===== src/sv/ins_sort_pkg.sv =====
// Package for the insertion sorter: sizes, controller/datapath command and
// status structs, and the controller state type. No dependencies.
package ins_sort_pkg;

  localparam int LIST_DEPTH = 64;
  localparam int DATA_W     = 32;
  localparam int CNT_W      = $clog2(LIST_DEPTH + 1);

  typedef struct packed {
    logic insert;    // store the incoming value in the sorted row
    logic mark_ovf;  // incoming value dropped, store full
    logic shift;     // result taken, move the row down by one
    logic clear;     // final result taken, drop the overflow mark
  } cmd_t;

  typedef struct packed {
    logic full;      // row holds LIST_DEPTH entries
    logic last_one;  // exactly one entry left
    logic empty;
  } sts_t;

  typedef enum logic [1:0] {
    ST_FILL  = 2'b01,
    ST_DRAIN = 2'b10
  } state_t;

endpackage


===== src/sv/ins_sort_ctrl.sv =====
// Insertion sorter controller: fill/drain state machine and handshakes.
// Depends on ins_sort_pkg.
module ins_sort_ctrl (
  input  logic                 clk,
  input  logic                 rst_n,
  input  logic                 in_tvalid,
  input  logic                 in_tlast,
  output logic                 in_tready,
  output logic                 out_tvalid,
  input  logic                 out_tready,
  input  ins_sort_pkg::sts_t   sts,
  output ins_sort_pkg::cmd_t   cmd
);

  ins_sort_pkg::state_t state_r, state_nxt;

  assign in_tready  = (state_r == ins_sort_pkg::ST_FILL);
  assign out_tvalid = (state_r == ins_sort_pkg::ST_DRAIN);

  always_comb begin
    state_nxt    = state_r;
    cmd.insert   = 1'b0;
    cmd.mark_ovf = 1'b0;
    cmd.shift    = 1'b0;
    cmd.clear    = 1'b0;
    unique case (state_r)
      ins_sort_pkg::ST_FILL: begin
        cmd.insert   = in_tvalid & ~sts.full;
        cmd.mark_ovf = in_tvalid & sts.full;
        if (in_tvalid && in_tlast) begin
          state_nxt = ins_sort_pkg::ST_DRAIN;
        end
      end
      ins_sort_pkg::ST_DRAIN: begin
        cmd.shift = out_tready;
        cmd.clear = out_tready & sts.last_one;
        if (out_tready && sts.last_one) begin
          state_nxt = ins_sort_pkg::ST_FILL;
        end
      end
      default: begin
        state_nxt = ins_sort_pkg::ST_FILL;
      end
    endcase
  end

  always_ff @(posedge clk) begin
    if (!rst_n) begin
      state_r <= ins_sort_pkg::ST_FILL;
    end else begin
      state_r <= state_nxt;
    end
  end

`ifndef SYNTHESIS
  a_no_overlap: assert property (@(posedge clk) disable iff (!rst_n)
    !(in_tready && out_tvalid))
    else $error("input and output open at once");
  a_drain_nonempty: assert property (@(posedge clk) disable iff (!rst_n)
    out_tvalid |-> !sts.empty)
    else $error("draining an empty row");
  a_last_starts_drain: assert property (@(posedge clk) disable iff (!rst_n)
    (in_tvalid && in_tready && in_tlast) |=> out_tvalid)
    else $error("last transaction did not start output");
`endif

endmodule


===== config.mk =====
export PLATFORM = sky130hd
export DESIGN_NAME = ins_sort_ctrl
export DESIGN_NICKNAME = d
export VERILOG_FILES = /design/src/sv/ins_sort_pkg.sv /design/src/sv/ins_sort_ctrl.sv
export SDC_FILE = /design/constraint.sdc
export NUM_CORES = 1
export LEC_CHECK = 0
export BUFFER_PORTS_ARGS = -buffer_cell sky130_fd_sc_hd__buf_2
export CAP_MARGIN = 20
export CORE_AREA = 2 2 39 41
export CTS_CLUSTER_DIAMETER = 120
export DETAILED_ROUTE_END_ITERATION = 6
export DIE_AREA = 0 0 41 43
export PLACE_DENSITY_LB_ADDON = 0.3
export RECOVER_POWER = 50
export SETUP_SLACK_MARGIN = 0.5
export SYNTH_ARGS = -nofsm -noshare
export SYNTH_HDL_FRONTEND = slang
export SYNTH_SLANG_ARGS = --single-unit

===== constraint.sdc =====
create_clock -name clk -period 1 [get_ports clk]
set_input_delay 0.2 -clock clk [delete_from_list [all_inputs] [get_ports clk]]
set_output_delay 0.2 -clock clk [all_outputs]
set_load 0.02 [all_outputs]

== After elaboration in Yosys (flattened, before gate mapping) ==
Cells that the tools add are included.

* Register bits: 2
* Input port bits: 8
* Output and inout bits: 6
* Word-level logic and storage cells: 17

* Eq/ne operators: 4
* Multiplexer cells: 5
* Bitwise logic cells: 4
* Reductions and logical operators: 3

{| class="wikitable"
|+ Operators with widths
! operator !! number
|-
| two-way mux 2 bit || 4
|-
| != test 2 x 1 -> 1 bit (second input constant) || 2
|-
| case mux 2 bit (2 select lines) || 1
|-
| bitwise AND 1 bit || 3
|-
| equality test 2 x 1 -> 1 bit (second input constant) || 1
|-
| equality test 2 bit (second input constant) || 1
|-
| logical AND 1 bit || 2
|-
| AND reduction 2 bit || 1
|-
| NOT 1 bit || 1
|}

== Depth between registers and ports, before layout ==
* Depth in word-level cells: 3
* Depth in mapped cells: 2
* Gate-level depth less buffers: 2

== Least setup slack after synthesis ==
Ideal clock, no wire load.

* Path kind: register to output
* Start: register state_r[1]
* End: output cmd[0] in the netlist's numbering
* Data arrival time: 931 ps
* Data required time: 800 ps
* Setup slack: -131 ps
* Stages on the path, launching flop included: 3
* Buffers on the path: 0
* Cell sequence: dfxtp_1 > nor2b_2 > and3_1

{| class="wikitable"
|+ RTL lines
! item !! RTL line !! RTL
|-
| start: declaration || ins_sort_ctrl.sv:15 || <nowiki>ins_sort_pkg::state_t state_r, state_nxt;</nowiki>
|-
| start signal: assignment || ins_sort_ctrl.sv:49 || <nowiki>state_r <= ins_sort_pkg::ST_FILL;</nowiki>
|-
| start signal: assignment || ins_sort_ctrl.sv:51 || <nowiki>state_r <= state_nxt;</nowiki>
|-
| end: declaration || ins_sort_ctrl.sv:12 || <nowiki>output ins_sort_pkg::cmd_t cmd</nowiki>
|}

==> results.json <==
{
  "status": "complete, but fails checks",
  "violations": "negative setup slack",
  "grt_pass1_vias": 185,
  "diodes": 0,
  "use_met1_pct": 9.27,
  "gr-total-overflow": 0,
  "hold_buffers": 0,
  "syn_area_per_cell_um2": 9.34,
  "h-tree-depth": 1,
  "hold_path.class": "input pin to flip-flop",
  "critPathKind": "flip-flop to output pin",
  "antenna_found_initial": 0,
  "synth_cell_types": 11,
  "num_rows": 14,
  "die_area_um2": 1760,
  "grt_pass1_wl_um": 717,
  "rsz0062_at_grt": "true",
  "reg_top3": "state_r x2",
  "drv_cap": 0,
  "cp-start-kind": "flip-flop",
  "place_hpwl_um": 336,
  "worst_skew_pair.late_latency_ns": 0.22,
  "multi_input_area_um2": 98.8,
  "grt_start_max_net_pins": 4,
  "syn_nets": 21,
  "worst_slew_pin_slew_ns": 0.151,
  "finalSetupViolCount": 8,
  "start_util_pct": 8.77,
  "seqCellArea_um2": 42.5,
  "drive_gt1_share_pct": 87.9,
  "die_width_um": 41,
  "worst_ep_arrival_time_ns": 1.08,
  "grt_busiest_layer": "met1",
  "io_buffer_count": 12,
  "synthCells": 13,
  "p_leak_nw": 0.154,
  "wire_per_inst_um": 9.69,
  "slew_headroom_pct": 89.9,
  "die_h_um": 43,
  "num_vias": 178,
  "layout.nets": 43,
  "layout_commonest_cell": "buf_6",
  "hold_ws_ns": 0.216,
  "regMostFlops": "state_r",
  "max_freq_mhz": 780,
  "peakVddDrop_uv": 432,
  "cts_buffer_depth": 2,
  "gp_congestion": 0.607,
  "hold_viol": 0,
  "fill_cells": 157,
  "post-route-min-period_ns": 1.28,
  "cts_tree": "yes",
  "drc": 0,
  "grt_use_met2_pct": 6.56,
  "period_share_pct": 128,
  "dr.first_iter.drc_count": 0,
  "ys_ff_latch": 2,
  "drv_slew": 0,
  "cts_num_sinks": 2,
  "core_um2": 1380,
  "final_cell_mix": "10 x buf_6, 6 x buf_2, 3 x clkbuf_4",
  "largest_register_ffs": 2,
  "root_buffer": "clkbuf_4",
  "place_ws_ns": -0.0624,
  "required_ns": 0.80,
  "grt_usage_pct": 6.81,
  "dr.pass1.iters": 1,
  "io_pins": 14,
  "ant_nets": 0,
  "ys_seq_area_share_pct": 33.0,
  "synth_warnings": 0,
  "use_met3_pct": 3.14,
  "path_max_fanout": 3,
  "crit_path_end_kind": "output pin",
  "p_per_area_nw_per_um2": 1060,
  "clk_pin_slew_ns": 0.03,
  "synth_area_um2": 121,
  "viasPerCell": 3.63,
  "fin_skew_ns": 0.00219,
  "setup_slack_ns": -0.282,
  "regToRegSetupSlack_ns": -0.08,
  "drt-total-wl_um": 475,
  "areaGrowthSynthToFinish_pct": 175,
  "cts_made_buffers": 3
}
kinds of logic (layout without fill, tap and decap cells):
family          count (synthesis)  count (layout)  share of synthesized area [%]
simple gates                    9               9                           51.6
compound gates                  2               2                           15.5
flops                           2               2                           33.0
buf+inv                         0              20                              0
Yosys cell counts:
| cell type | instances | area, um^2 |
|---|---|---|
| and2_0 | 1 | 6.26 |
| a32o_1 | 1 | 10.0 |
| dfxtp_1 | 2 | 40.0 |
| nor2b_2 | 1 | 8.76 |
| and3_1 | 1 | 6.26 |
| a32oi_1 | 1 | 8.76 |
| and2b_2 | 1 | 8.76 |
| and3b_1 | 1 | 8.76 |
| and2b_1 | 1 | 7.51 |
| nand2_1 | 1 | 3.75 |
| and2_1 | 2 | 12.5 |
report_power, final:
part	switching, W	internal [W]	leakage (nW)	total [W]
Sequential	0.00000307	0.0000849	0.0164	0.0000880
Combinational	0.0000346	0.0000515	0.124	0.0000861
Clock	0.0000479	0.000133	0.0138	0.000180
Total	0.0000855	0.000269	0.154	0.000355
area by class of cell:
cell class              count  area share, %
multi-input cells          11           29.6
repair buffers             17           44.9
well taps                  16           5.99
clock buffers               3           6.74
flip-flops and latches      2           12.7
critical path, cell delays in order (launching register included):
cell and delay, ns:
dfxtp_2 0.32, and3b_2 0.22, and2b_2 0.20, buf_6 0.12
per-stage QoR:
stage / TNS [ns] / std cells / power, W / instance area (um^2) / utilization, %
floorplan: 0 / 13 / 0.000122 / 139 / -
global placement: -0.104 / 43 / 0.000152 / 234 / 16.9
detailed placement: -0.103 / 43 / 0.000153 / 234 / 16.9
CTS: -1.23 / 48 / 0.000365 / 323 / 23.3
global route: -1.49 / 49 / 0.000387 / 334 / 24.1
finish: -1.15 / 49 / 0.000355 / 334 / 24.1
path summary, 6_finish.rpt:
kind                                               from                      end  cells past startpoint
worst max-delay path            state_r[1]$_SDFFE_PN0P_                   cmd[3]                      3
worst max register to register  state_r[1]$_SDFFE_PN0P_  state_r[1]$_SDFFE_PN0P_                      4
worst min register to register  state_r[0]$_SDFFE_PN1P_  state_r[0]$_SDFFE_PN1P_                      4
worst min-delay path                              rst_n  state_r[0]$_SDFFE_PN1P_                      2
layer usage:
layer  routed length [um]  share of wire [%]  up-vias
met3                   50                 11        0
met4                    0                  0        0
met1                  223                 47       79
met5                    0                  0        -
li1                     -                  -       87
met2                  200                 42       12
what timing repair did:
action / 4_1_cts / 5_1_grt
buffers inserted: 2 / 1
resized for setup: 17 / 1
pin swaps: 4 / 0
endpoints found under the setup margin: 8 / 8
(Power assumes the default switching activity.)
